<file path="config.mk">
export PLATFORM = sky130hd
export DESIGN_NAME = ordered_value_list_engine_core
export DESIGN_NICKNAME = d
export VERILOG_FILES = /design/src/rtl/ovle_pkg.sv /design/src/rtl/ovle_ctrl.sv /design/src/rtl/ordered_value_list_engine_core.sv
export VERILOG_INCLUDE_DIRS = /design/src /design/src/rtl
export SDC_FILE = /design/constraint.sdc
export NUM_CORES = 2
export LEC_CHECK = 0
export ABC_AREA = 0
export BUFFER_PORTS_ARGS = -buffer_cell sky130_fd_sc_hd__buf_2
export CORE_MARGIN = 3
export CORE_UTILIZATION = 45
export DETAILED_ROUTE_END_ITERATION = 12
export GPL_TIMING_DRIVEN = 1
export PLACE_DENSITY = 0.73
export SLEW_MARGIN = 20
export SYNTH_ARGS = -nofsm -noshare
export SYNTH_HDL_FRONTEND = slang
export SYNTH_SLANG_ARGS = --single-unit
</file>
<file path="constraint.sdc">
create_clock -name i_clk -period 4.75 [get_ports i_clk]
set_input_delay 0.7125 -clock i_clk [delete_from_list [all_inputs] [get_ports i_clk]]
set_output_delay 0.7125 -clock i_clk [all_outputs]
set_load 0.01 [all_outputs]
</file>
<file path="src/rtl/ordered_value_list_engine_core_macros.svh">
// assertion macros shared by the list engine modules
`ifndef ORDERED_VALUE_LIST_ENGINE_CORE_MACROS_SVH
`define ORDERED_VALUE_LIST_ENGINE_CORE_MACROS_SVH

// property that must hold in every cycle out of reset
`define OVLE_ASSERT(label, prop, msg) \
    label: assert property (@(posedge i_clk) disable iff (!i_rst_n) prop) else $error(msg);

// property whose consequent must hold in the cycle after the antecedent
`define OVLE_ASSERT_NEXT(label, pre, post, msg) \
    label: assert property (@(posedge i_clk) disable iff (!i_rst_n) (pre) |=> (post)) \
        else $error(msg);

`endif

</file>
<file path="src/rtl/ovle_pkg.sv">
// shared types and constants of the ordered value list engine
package ovle_pkg;

    localparam int OVLE_CAPACITY   = 64;
    localparam int OVLE_DATA_WIDTH = 32;

    localparam int OVLE_OP_W   = 4;
    localparam int OVLE_VAL_W  = 32;
    localparam int OVLE_POS_W  = 7;
    localparam int OVLE_STAT_W = 2;
    localparam int OVLE_CNT_W  = 7;

    localparam int OVLE_S_TDATA_W = ((OVLE_OP_W + OVLE_VAL_W + OVLE_POS_W + 7) / 8) * 8;
    localparam int OVLE_M_TDATA_W =
        ((OVLE_STAT_W + OVLE_VAL_W + OVLE_POS_W + OVLE_CNT_W + 7) / 8) * 8;

    typedef enum logic [OVLE_OP_W-1:0] {
        OP_APPEND     = 4'd0,
        OP_PREPEND    = 4'd1,
        OP_FIND       = 4'd2,
        OP_INS_AFTER  = 4'd3,
        OP_INS_BEFORE = 4'd4,
        OP_REM_FIRST  = 4'd5,
        OP_REM_LAST   = 4'd6,
        OP_CLEAR      = 4'd7,
        OP_READ       = 4'd8
    } t_op;

    typedef enum logic [OVLE_STAT_W-1:0] {
        ST_OK   = 2'd0,
        ST_FAIL = 2'd1,
        ST_FULL = 2'd2
    } t_status;

    typedef struct packed {
        logic [OVLE_CNT_W-1:0]  count;
        logic [OVLE_POS_W-1:0]  match_position;
        logic [OVLE_VAL_W-1:0]  data;
        logic [OVLE_STAT_W-1:0] status;
    } t_result;

endpackage

</file>
<file path="src/rtl/ovle_ctrl.sv">
// list sequencer with the entry memory: scan, shift and read-modify-write of entries
`include "ordered_value_list_engine_core_macros.svh"

module ovle_ctrl
    import ovle_pkg::*;
#(
    parameter int CAPACITY   = OVLE_CAPACITY,
    parameter int DATA_WIDTH = OVLE_DATA_WIDTH
) (
    input  logic                         i_clk,
    input  logic                         i_rst_n,
    input  logic                         i_valid,
    output logic                         o_ready,
    input  logic [OVLE_OP_W-1:0]         i_op,
    input  logic signed [OVLE_VAL_W-1:0] i_value,
    input  logic [OVLE_POS_W-1:0]        i_position,
    output logic                         o_res_vld,
    input  logic                         i_res_rdy,
    output t_result                      o_res
);

    localparam int AW   = (CAPACITY > 1) ? $clog2(CAPACITY) : 1;
    localparam int CW   = $clog2(CAPACITY + 1);
    localparam int CMPW = (CW > OVLE_POS_W) ? CW : OVLE_POS_W;

    typedef enum logic [5:0] {
        S_IDLE     = 6'b000001,
        S_RD_WAIT  = 6'b000010,
        S_SCAN     = 6'b000100,
        S_SHIFT_UP = 6'b001000,
        S_SHIFT_DN = 6'b010000,
        S_FINISH   = 6'b100000
    } t_state;

    logic [DATA_WIDTH-1:0] r_mem [CAPACITY];
    logic [DATA_WIDTH-1:0] r_rdata;

    t_state                r_state, n_state;
    logic [CW-1:0]         r_cnt, n_cnt;
    logic                  r_issue, n_issue;
    logic                  r_pend, n_pend;
    t_op                   r_op, n_op;
    logic [DATA_WIDTH-1:0] r_val, n_val;
    logic [AW-1:0]         r_ptr, n_ptr;
    logic [AW-1:0]         r_lim, n_lim;
    logic                  r_dir, n_dir;
    logic [AW-1:0]         r_pend_addr, n_pend_addr;
    t_status               r_status, n_status;
    logic [OVLE_VAL_W-1:0] r_data, n_data;
    logic [OVLE_POS_W-1:0] r_match, n_match;

    logic                  w_we;
    logic [AW-1:0]         w_waddr;
    logic [DATA_WIDTH-1:0] w_wdata;
    logic                  w_re;
    logic [AW-1:0]         w_raddr;

    logic signed [63:0]    w_val_ext;
    logic [DATA_WIDTH-1:0] w_val;
    logic signed [63:0]    w_rd_ext;
    logic [CMPW-1:0]       w_pos_ext;
    logic [CMPW-1:0]       w_cnt_ext;
    logic [CMPW-1:0]       w_idx;
    logic                  w_full;
    logic                  w_pos_ok;
    logic                  w_last;
    logic [AW-1:0]         w_nxt_ptr;
    logic                  w_hit;

    assign w_val_ext = 64'(i_value);
    assign w_val     = w_val_ext[DATA_WIDTH-1:0];
    assign w_rd_ext  = 64'($signed(r_rdata));
    assign w_pos_ext = CMPW'(i_position);
    assign w_cnt_ext = CMPW'(r_cnt);
    assign w_full    = (r_cnt == CW'(CAPACITY));
    assign w_pos_ok  = (w_pos_ext != '0) && (w_pos_ext <= w_cnt_ext);
    assign w_last    = (r_ptr == r_lim);
    assign w_nxt_ptr = r_dir ? AW'(r_ptr - AW'(1)) : AW'(r_ptr + AW'(1));
    assign w_hit     = r_pend && (r_rdata == r_val);

    always_comb begin
        case (i_op)
            OP_INS_AFTER:  w_idx = w_pos_ext;
            OP_INS_BEFORE: w_idx = CMPW'(w_pos_ext - CMPW'(1));
            default:       w_idx = '0;
        endcase
    end

    // entry memory, one write and one registered read port
    always_ff @(posedge i_clk) begin
        if (w_we) begin
            r_mem[w_waddr] <= w_wdata;
        end
        if (w_re) begin
            r_rdata <= r_mem[w_raddr];
        end
    end

    always_comb begin
        n_state     = r_state;
        n_cnt       = r_cnt;
        n_issue     = r_issue;
        n_pend      = r_pend;
        n_op        = r_op;
        n_val       = r_val;
        n_ptr       = r_ptr;
        n_lim       = r_lim;
        n_dir       = r_dir;
        n_pend_addr = r_pend_addr;
        n_status    = r_status;
        n_data      = r_data;
        n_match     = r_match;
        w_we        = 1'b0;
        w_waddr     = '0;
        w_wdata     = '0;
        w_re        = 1'b0;
        w_raddr     = r_ptr;

        case (r_state)
            S_IDLE: begin
                if (i_valid) begin
                    n_op     = t_op'(i_op);
                    n_val    = w_val;
                    n_data   = '0;
                    n_match  = '0;
                    n_status = ST_FAIL;
                    n_pend   = 1'b0;
                    n_state  = S_FINISH;
                    case (i_op)
                        OP_APPEND: begin
                            if (w_full) begin
                                n_status = ST_FULL;
                            end else begin
                                w_we     = 1'b1;
                                w_waddr  = AW'(r_cnt);
                                w_wdata  = w_val;
                                n_cnt    = CW'(r_cnt + CW'(1));
                                n_status = ST_OK;
                            end
                        end
                        OP_PREPEND, OP_INS_AFTER, OP_INS_BEFORE: begin
                            if ((i_op != OP_PREPEND) && !w_pos_ok) begin
                                n_status = ST_FAIL;
                            end else if (w_full) begin
                                n_status = ST_FULL;
                            end else begin
                                n_lim   = AW'(w_idx);
                                n_ptr   = AW'(r_cnt - CW'(1));
                                n_issue = (w_idx != w_cnt_ext);
                                n_dir   = 1'b1;
                                n_state = S_SHIFT_UP;
                            end
                        end
                        OP_FIND, OP_REM_FIRST: begin
                            if (r_cnt != '0) begin
                                n_ptr   = '0;
                                n_lim   = AW'(r_cnt - CW'(1));
                                n_dir   = 1'b0;
                                n_issue = 1'b1;
                                n_state = S_SCAN;
                            end
                        end
                        OP_REM_LAST: begin
                            if (r_cnt != '0) begin
                                n_ptr   = AW'(r_cnt - CW'(1));
                                n_lim   = '0;
                                n_dir   = 1'b1;
                                n_issue = 1'b1;
                                n_state = S_SCAN;
                            end
                        end
                        OP_CLEAR: begin
                            n_cnt    = '0;
                            n_status = ST_OK;
                        end
                        OP_READ: begin
                            if (w_pos_ok) begin
                                w_re    = 1'b1;
                                w_raddr = AW'(w_pos_ext - CMPW'(1));
                                n_state = S_RD_WAIT;
                            end
                        end
                        default: begin
                            n_status = ST_FAIL;
                        end
                    endcase
                end
            end
            S_RD_WAIT: begin
                n_data   = w_rd_ext[OVLE_VAL_W-1:0];
                n_status = ST_OK;
                n_state  = S_FINISH;
            end
            S_SCAN: begin
                if (w_hit) begin
                    n_status = ST_OK;
                    n_pend   = 1'b0;
                    n_issue  = 1'b0;
                    if (r_op == OP_FIND) begin
                        n_match = OVLE_POS_W'({1'b0, r_pend_addr} + (AW + 1)'(1));
                        n_state = S_FINISH;
                    end else if ((CW'(r_pend_addr) + CW'(1)) == r_cnt) begin
                        n_cnt   = CW'(r_cnt - CW'(1));
                        n_state = S_FINISH;
                    end else begin
                        n_ptr   = AW'(r_pend_addr + AW'(1));
                        n_lim   = AW'(r_cnt - CW'(1));
                        n_dir   = 1'b0;
                        n_issue = 1'b1;
                        n_state = S_SHIFT_DN;
                    end
                end else if (!r_issue && !r_pend) begin
                    n_status = ST_FAIL;
                    n_state  = S_FINISH;
                end else if (r_issue) begin
                    w_re        = 1'b1;
                    n_pend      = 1'b1;
                    n_pend_addr = r_ptr;
                    if (w_last) begin
                        n_issue = 1'b0;
                    end else begin
                        n_ptr = w_nxt_ptr;
                    end
                end else begin
                    n_pend = 1'b0;
                end
            end
            S_SHIFT_UP, S_SHIFT_DN: begin
                if (r_pend) begin
                    w_we    = 1'b1;
                    w_wdata = r_rdata;
                    w_waddr = (r_state == S_SHIFT_UP) ? AW'(r_pend_addr + AW'(1))
                                                      : AW'(r_pend_addr - AW'(1));
                end
                if (r_issue) begin
                    w_re        = 1'b1;
                    n_pend      = 1'b1;
                    n_pend_addr = r_ptr;
                    if (w_last) begin
                        n_issue = 1'b0;
                    end else begin
                        n_ptr = w_nxt_ptr;
                    end
                end else begin
                    n_pend = 1'b0;
                end
                if (!r_issue && !r_pend) begin
                    n_state = S_FINISH;
                    if (r_state == S_SHIFT_UP) begin
                        w_we     = 1'b1;
                        w_waddr  = r_lim;
                        w_wdata  = r_val;
                        n_cnt    = CW'(r_cnt + CW'(1));
                        n_status = ST_OK;
                    end else begin
                        n_cnt = CW'(r_cnt - CW'(1));
                    end
                end
            end
            S_FINISH: begin
                if (i_res_rdy) begin
                    n_state = S_IDLE;
                end
            end
            default: begin
                n_state = S_IDLE;
            end
        endcase
    end

    always_ff @(posedge i_clk) begin
        if (!i_rst_n) begin
            r_state <= S_IDLE;
            r_cnt   <= '0;
            r_issue <= 1'b0;
            r_pend  <= 1'b0;
        end else begin
            r_state <= n_state;
            r_cnt   <= n_cnt;
            r_issue <= n_issue;
            r_pend  <= n_pend;
        end
    end

    always_ff @(posedge i_clk) begin
        r_op        <= n_op;
        r_val       <= n_val;
        r_ptr       <= n_ptr;
        r_lim       <= n_lim;
        r_dir       <= n_dir;
        r_pend_addr <= n_pend_addr;
        r_status    <= n_status;
        r_data      <= n_data;
        r_match     <= n_match;
    end

    assign o_ready              = (r_state == S_IDLE);
    assign o_res_vld            = (r_state == S_FINISH);
    assign o_res.status         = r_status;
    assign o_res.data           = r_data;
    assign o_res.match_position = r_match;
    assign o_res.count          = OVLE_CNT_W'(r_cnt);

    `OVLE_ASSERT(a_cnt_bound, r_cnt <= CW'(CAPACITY), "entry count above capacity")
    `OVLE_ASSERT(a_no_rw_clash, w_we && w_re |-> w_waddr != w_raddr, "read and write hit one entry")
    `OVLE_ASSERT(a_write_in_list, w_we |-> CW'(w_waddr) <= r_cnt, "write beyond end of list")
    `OVLE_ASSERT(a_full_means_full, (r_state == S_FINISH) && (r_status == ST_FULL) |-> w_full, "full status on a list with room")

endmodule

</file>
<file path="src/rtl/ordered_value_list_engine_core.sv">
// top level of the ordered value list engine: stream ports and output register
//
// A bounded ordered list of signed values, held in one on-chip memory.
// Input channel s_axis: one transfer is one operation (append, prepend, find,
// insert after or before a position, remove first or last match, clear, read).
// Output channel m_axis: exactly one result transfer per operation, in order.
// Operations run one at a time; s_axis_tready drops while one is in progress
// and rises again as soon as its result has moved to the output register.
// Append, clear and any rejected operation finish straight away; a read waits
// for the registered memory read; an insert moves the entries from its
// position on up by one, then writes the value; find scans until a match;
// a remove searches, then closes the gap (a remove last that matches the
// first entry pays both passes in full).
// The entry memory, with one write and one registered read port, moves or
// compares one entry per cycle.
// A finished result sits in the output register; the next operation is taken
// while it waits, and only its own completion stalls on a held-off receiver.
// Reset empties the list at once; entry contents are not cleared.
`include "ordered_value_list_engine_core_macros.svh"

module ordered_value_list_engine_core
    import ovle_pkg::*;
#(
    parameter int CAPACITY   = OVLE_CAPACITY,
    parameter int DATA_WIDTH = OVLE_DATA_WIDTH
) (
    input  logic                      i_clk,
    input  logic                      i_rst_n,
    input  logic                      s_axis_tvalid,
    output logic                      s_axis_tready,
    // op[3:0], value[35:4], position[42:36], zero[47:43]
    input  logic [OVLE_S_TDATA_W-1:0] s_axis_tdata,
    output logic                      m_axis_tvalid,
    input  logic                      m_axis_tready,
    // status[1:0], data[33:2], match_position[40:34], count[47:41]
    output logic [OVLE_M_TDATA_W-1:0] m_axis_tdata
);

    logic    w_res_vld;
    logic    w_res_rdy;
    t_result w_res;

    logic    r_out_vld, n_out_vld;
    t_result r_out;

    ovle_ctrl #(
        .CAPACITY   (CAPACITY),
        .DATA_WIDTH (DATA_WIDTH)
    ) u_ctrl (
        .i_clk      (i_clk),
        .i_rst_n    (i_rst_n),
        .i_valid    (s_axis_tvalid),
        .o_ready    (s_axis_tready),
        .i_op       (s_axis_tdata[OVLE_OP_W-1:0]),
        .i_value    ($signed(s_axis_tdata[OVLE_OP_W +: OVLE_VAL_W])),
        .i_position (s_axis_tdata[OVLE_OP_W + OVLE_VAL_W +: OVLE_POS_W]),
        .o_res_vld  (w_res_vld),
        .i_res_rdy  (w_res_rdy),
        .o_res      (w_res)
    );

    assign w_res_rdy = !r_out_vld || m_axis_tready;

    always_comb begin
        n_out_vld = r_out_vld;
        if (w_res_vld && w_res_rdy) begin
            n_out_vld = 1'b1;
        end else if (m_axis_tready) begin
            n_out_vld = 1'b0;
        end
    end

    always_ff @(posedge i_clk) begin
        if (!i_rst_n) begin
            r_out_vld <= 1'b0;
        end else begin
            r_out_vld <= n_out_vld;
        end
    end

    always_ff @(posedge i_clk) begin
        if (w_res_vld && w_res_rdy) begin
            r_out <= w_res;
        end
    end

    assign m_axis_tvalid = r_out_vld;
    assign m_axis_tdata  = OVLE_M_TDATA_W'(r_out);

    `OVLE_ASSERT_NEXT(a_res_lands, w_res_vld && w_res_rdy, m_axis_tvalid, "result transfer lost")
    `OVLE_ASSERT_NEXT(a_one_at_a_time, s_axis_tvalid && s_axis_tready, !s_axis_tready, "overlap")

endmodule
</file>
* After elaboration in Yosys (flattened, before gate mapping)
Memory sizes are Yosys's and may differ from the RTL's. A register that Yosys moved wholly into a read port is not among the register bits.
Index checks and enable logic that the tools add are counted.
** Storage, ports and cells
- Register bits :: 160
- Bits in writable memories :: 2048
- Output and inout bits :: 50
- Logic and storage cells :: 233
- Memories :: 1
** Cells by class
- Add/sub/neg operators :: 8
- $lt $le $gt $ge :: 1
- Equal/unequal tests :: 45
- Multiplexer cells :: 126
- Reductions and logical operators :: 34
** Memories
- u_ctrl.r_mem :: depth 64, bits a word 32, rd ports 1, clocked after memory_dff 1, wr ports 1, line ovle_ctrl.sv:35 : logic [DATA_WIDTH-1:0] r_mem [CAPACITY];
** Operator list (number)
- 2-to-1 mux 6 bit :: 42
- 2-to-1 mux 32 bit :: 7
- case mux 32 bit (2 select lines) :: 2
- case mux 6 bit (3 select lines) :: 4
- 2-to-1 mux 7 bit :: 10
- case mux 7 bit (2 select lines) :: 3
- 2-to-1 mux 1 bit :: 36
- case mux 6 bit (2 select lines) :: 3
- equality test 32 bit :: 1
- case mux 6 bit (5 select lines) :: 1
- case mux 7 bit (3 select lines) :: 1
- AND reduction 10 bit :: 2
- equality test 4 x 3 -> 1 bit (second input constant) :: 4
- 2-to-1 mux 2 bit :: 8
- inequality test 3 x 2 -> 1 bit (second input constant) :: 5
- inequality test 3 bit (second input constant) :: 5
- nonzero test 7 bit :: 2
- subtractor 7 x 1 -> 7 bit (second input constant) :: 2
- adder 6 x 1 -> 6 bit (second input constant) :: 2
- equality test 4 x 2 -> 1 bit (second input constant) :: 3
- inequality test 2 x 1 -> 1 bit (second input constant) :: 6
- case mux 1 bit (3 select lines) :: 4
- subtractor 6 x 1 -> 6 bit (second input constant) :: 2
- inequality test 2 bit (second input constant) :: 5
- 35 further kinds :: 54

* Depth between registers and ports, before layout
- Word-level depth :: 8
- Depth in mapped cells :: 17

* Modules after synthesis
From an unflattened synthesis, not the netlist that was laid out.
** Unflattened totals
- Cell total of the unflattened synthesis :: 6506
- Area, all modules :: 91345.1 um^2
** By module, submodules not included
- ovle_ctrl :: instances 1, cells an instance 6453, area an instance 89846.2 um^2, sequential area each 65643.0 um^2
- ordered_value_list_engine_core :: instances 1, cells an instance 53, area an instance 1498.9 um^2, sequential area each 1461.4 um^2

* Worst setup path after synthesis
OpenSTA, ideal clock, no wires.
- Kind :: register -> register
- Start point :: reg u_ctrl.r_cnt[0]
- End point :: mem u_ctrl.r_mem[18][0] (netlist bit) (enable)
- Data arrival time :: 4.161 ns
- Slack :: 0.168 ns
- Cell stages (with the launch flop) :: 11
- Buffers on the path :: 1
- Path through :: dfxtp_1 -> clkbuf_1 -> inv_1 -> ha_1 -> nand3_1 -> nor4_1 -> nor4_1 -> a221o_1 -> nor3b_1 -> nand2_1 -> nor2_1
** Between the ends
- Cells in the longest elaborated chain, start to end :: 7
- Elaborated cells on any way between the ends :: 11
- Those cells by class :: eq/ne (1); mux (10)
** Ends and longest elaborated chain
- from (decl) :: line ovle_ctrl.sv:39 : logic [CW-1:0] r_cnt, n_cnt;
- from (signal assigned) :: line ovle_ctrl.sv:279 : r_cnt <= n_cnt;
- equality test 7 bit :: line ovle_ctrl.sv:75 : assign w_full = (r_cnt == CW'(CAPACITY));
- 2-to-1 mux 1 bit :: line ovle_ctrl.sv:131 : if (w_full) begin
- 2-to-1 mux 1 bit :: line ovle_ctrl.sv:129 : case (i_op)
- 2-to-1 mux 1 bit :: line ovle_ctrl.sv:121 : if (i_valid) begin
- case mux 1 bit (2 select lines) :: line ovle_ctrl.sv:119 : case (r_state)
- 2-to-1 mux 1 bit :: line ovle_ctrl.sv:91 : if (w_we) begin
- 2-to-1 mux 1 bit (not written as such) :: line ovle_ctrl.sv:92 : r_mem[w_waddr] <= w_wdata;
- to (decl) :: line ovle_ctrl.sv:35
Several ways; a longest one is shown, not always the timed one.

* Final worst setup path
- Start point :: reg u_ctrl.r_cnt[6]
- End point :: reg u_ctrl.r_rdata[17], read port of u_ctrl.r_mem, data pin
** Between the ends
- Cells in the longest elaborated chain, start to end :: 6
- Elaborated cells on any way between the ends :: 10
- Those cells by class :: order compare (1); mux (8); reduce/logical (1)
** Ends and longest elaborated chain
- less-or-equal comparator 7 bit (*) :: line ovle_ctrl.sv:76 : assign w_pos_ok = (w_pos_ext != '0) && (w_pos_ext <= w_cnt_ext);
- logical AND 1 bit (*) :: line ovle_ctrl.sv:76
- 2-to-1 mux 1 bit / 2-to-1 mux 6 bit (equally long branches) :: line ovle_ctrl.sv:177 : if (w_pos_ok) begin
- 2-to-1 mux 1 bit / 2-to-1 mux 6 bit (equally long branches) :: line ovle_ctrl.sv:129
- 2-to-1 mux 1 bit / 2-to-1 mux 6 bit (equally long branches) :: line ovle_ctrl.sv:121
- case mux 1 bit (3 select lines) / 2-to-1 mux 6 bit (equally long branches) :: line ovle_ctrl.sv:119
- to (decl) :: line ovle_ctrl.sv:36 : logic [DATA_WIDTH-1:0] r_rdata;
Mark *: on every way between the ends. The rest lies on a longest branch, timed or not.
A chain may end at the register's enable or synchronous reset.

==> run metrics <==
pin count of the biggest net entering global routing 114; upper clock frequency limit 218.3 MHz; via count 60910; # port buffers 96; Setup TNS 0 ns; RR Startpoint u_ctrl.r_cnt[6]; Least-Margin Pin Slew 1.143 ns; Rows 164; fin. max-slew vios 0; CP required 5.33 ns; MaxCap Viol Count 0; CTS clk-pin slew, worst paths 0.07 ns; HPWL after DPL 152.9 mm; Setup crit end kind flop; reg2reg end u_ctrl.r_rdata[17]; vias per cell 6.490; HP Class in2reg; startpoint of the worst hold path s_axis_tdata[15]; Starting DRT DRC Count 9581; Final Critical Period 4.581 ns; #FFs+latches synth 2240; CTS Root Cell clkbuf_16; WHS Path Cells 1; worst clock skew 0.04379 ns; sequential fraction of the synthesis area 73.94%; Max H-tree Level 4; die width 455.1 um; post-synthesis cell count 6329; Finished Layout Cells 9386; WL/cell 29.31 um; CP Max Fanout 34; leakage power 33.99 nW; grt ovf 0; Routed WL 275.1 mm; CTS Buffer Depth 3; clk_lat worst skew 0.86 ns; final period utilization 96.44%; drt first pass iters 6; CTS tree done; TritonCTS Buffers 202; Arr. time, crit path 5.16 ns; Pwr Total 0.03884 W; crit path from u_ctrl.r_cnt[6]; critical path class reg2reg; nets 6645; Max rail drop VDD 0.3701 mV; placer's final routability congestion estimate 0.9280; antenna diode count 0; most common cell after layout, fill and taps aside edfxtp_1; unrepaired setup endpoints after global routing false; Die ar. 207100 sq um; EDFF count, synth 2224; slew margin rel. 23.65%; GR Util All Layers 25.88%; Synth Area per Inst 14.34 sq um; Initial Utilization 45.36%; DP Cell Count 9014; async set-reset flop share out of synthesis 0%; core area 200100 sq um; Layout area overhead 15.45%; overall die height 455.1 um; fraction of layout cells with a size suffix above 1 14.65%; Cell Pwr Density 370.7 nW/um^2; Mapped Nets 6398; Fill cells 15730; post-synthesis instance area 90760 sq um; # clock sinks 2240; Yosys cell types 88; Top-Level Pins 102; number of global-route vias before repair 57720; internal reg-to-reg setup slack 0.17 ns; # DRC 0; Hold Slack 0.06431 ns; Startpoint Class flop; most frequent cells in the layout edfxtp_1, nand3_1, o21ai_0, a21oi_1, nand2_1; initial antenna violation count 5; Synth Flop Type edfxtp_1; reg2reg path depth 16; Worst Hold End u_ctrl.r_val[11]; Synthesis Warnings 0; area of the multi-input gates 22400 sq um; first-pass GRT wire length 394.2 mm; Fin. Hold Viols 0; status completed; Post-DRT Antenna Nets 0; flip-flop and latch area 67100 sq um; final setup fails 0
## sequential cells by signal, summed over array words and instances (netlist names), 7 cells and up
signal          flops
m_axis_tdata       48
u_ctrl.r_cnt        7
u_ctrl.r_data      32
u_ctrl.r_match      7
u_ctrl.r_mem     2048
u_ctrl.r_rdata     32
u_ctrl.r_val       32
## power by group
group	switching, W	internal, W	total, W
Sequential	0.0000680	0.0217	0.0218
Clock	0.00696	0.00854	0.0155
Combinational	0.00106	0.000512	0.00158
Total	0.00809	0.0308	0.0388
## per-stage QoR
stage	utilization [%]	area, sq um	setup WS, ns
3_3_place_gp	49.13	98300	-0.4489
5_1_grt	52.37	104800	0.01909
2_1_floorplan	-	90760	0.1680
3_5_place_dp	49.20	98430	-0.3547
6_report	52.37	104800	0.1690
4_1_cts	52.29	104600	0.04289
## per-layer routing
metal  track usage [%]  up-vias  part of all wire, %
met5                 0        -                0.015
met1             34.66    30150                   36
li1                  -    25440                    -
met4             13.36        6                  5.7
met2             40.16     4544                   46
met3             5.329      774                   13
## how the worst max path moves through the flow
stage          depth (start not counted)  slack (ns)             endpoint
3_3_place_gp                          14       -0.45   u_ctrl.r_rdata[15]
4_1_cts                               14        0.04   u_ctrl.r_rdata[27]
5_1_grt                               16        0.02   u_ctrl.r_rdata[17]
3_5_place_dp                          14       -0.35   u_ctrl.r_rdata[15]
2_1_floorplan                         10        0.17  u_ctrl.r_mem[18][0]
6_report                              16        0.17   u_ctrl.r_rdata[17]
## timing repair
action,CTS,global route
cloned,0,1
hold buffers,3,0
resized for setup,4,7
setup buffers,0,9
endpoints found under the setup margin,3,29
hold endpoints to repair,3,0
pin swaps,0,1
## Yosys cell counts (all sizes together) (46+ instances only)
| cell type | n | area [sq um] |
|---|---|---|
| buf | 147 | 738.2 |
| nor2 | 125 | 476.7 |
| a22oi | 51 | 382.9 |
| clkbuf | 348 | 1306 |
| mux2i | 192 | 1922 |
| a21oi | 523 | 2621 |
| and3 | 132 | 827.1 |
| edfxtp | 2224 | 66780 |
| a211oi | 140 | 1071 |
| a31oi | 116 | 732.0 |
| mux2 | 46 | 548.0 |
| nand3 | 544 | 2723 |
| o21ai | 559 | 2798 |
| xnor2 | 53 | 464.2 |
| o41ai | 85 | 744.5 |
| nand2 | 472 | 1782 |
| a221oi | 46 | 402.9 |
## cell families after synthesis
family	count (synthesis)	share of synthesized area, %
xor+xnor	73	0.7196
fa+ha+maj	17	0.2426
buf+inv	517	2.344
compound gates	1801	12.34
flops	2240	73.94
mux	238	2.721
simple gates	1443	7.691
## layout make-up
cell class,count,area share [%]
Multi-Input combinational cell,3573,21.37
Inverter,22,0.07881
Tap cell,2656,3.172
Sequential cell,2240,64.04
Clock inverter,88,0.6842
Clock buffer,270,5.187
Timing Repair Buffer,537,5.463
## worst max-delay path, cell delays in order, from the launching register on
cell and delay (ns):
dfxtp_1 0.45, inv_1 0.18, ha_1 0.35, nand4_1 0.12
or2_1 0.28, o21a_1 0.24, nor3_4 0.24, buf_12 0.22
mux2_8 0.25, buf_12 0.25, buf_12 0.24, a21oi_1 0.07
o41ai_1 0.67, buf_4 0.22, o2111a_1 0.23, buf_12 0.13
nand4_1 0.08
(Power assumes the default switching activity.)
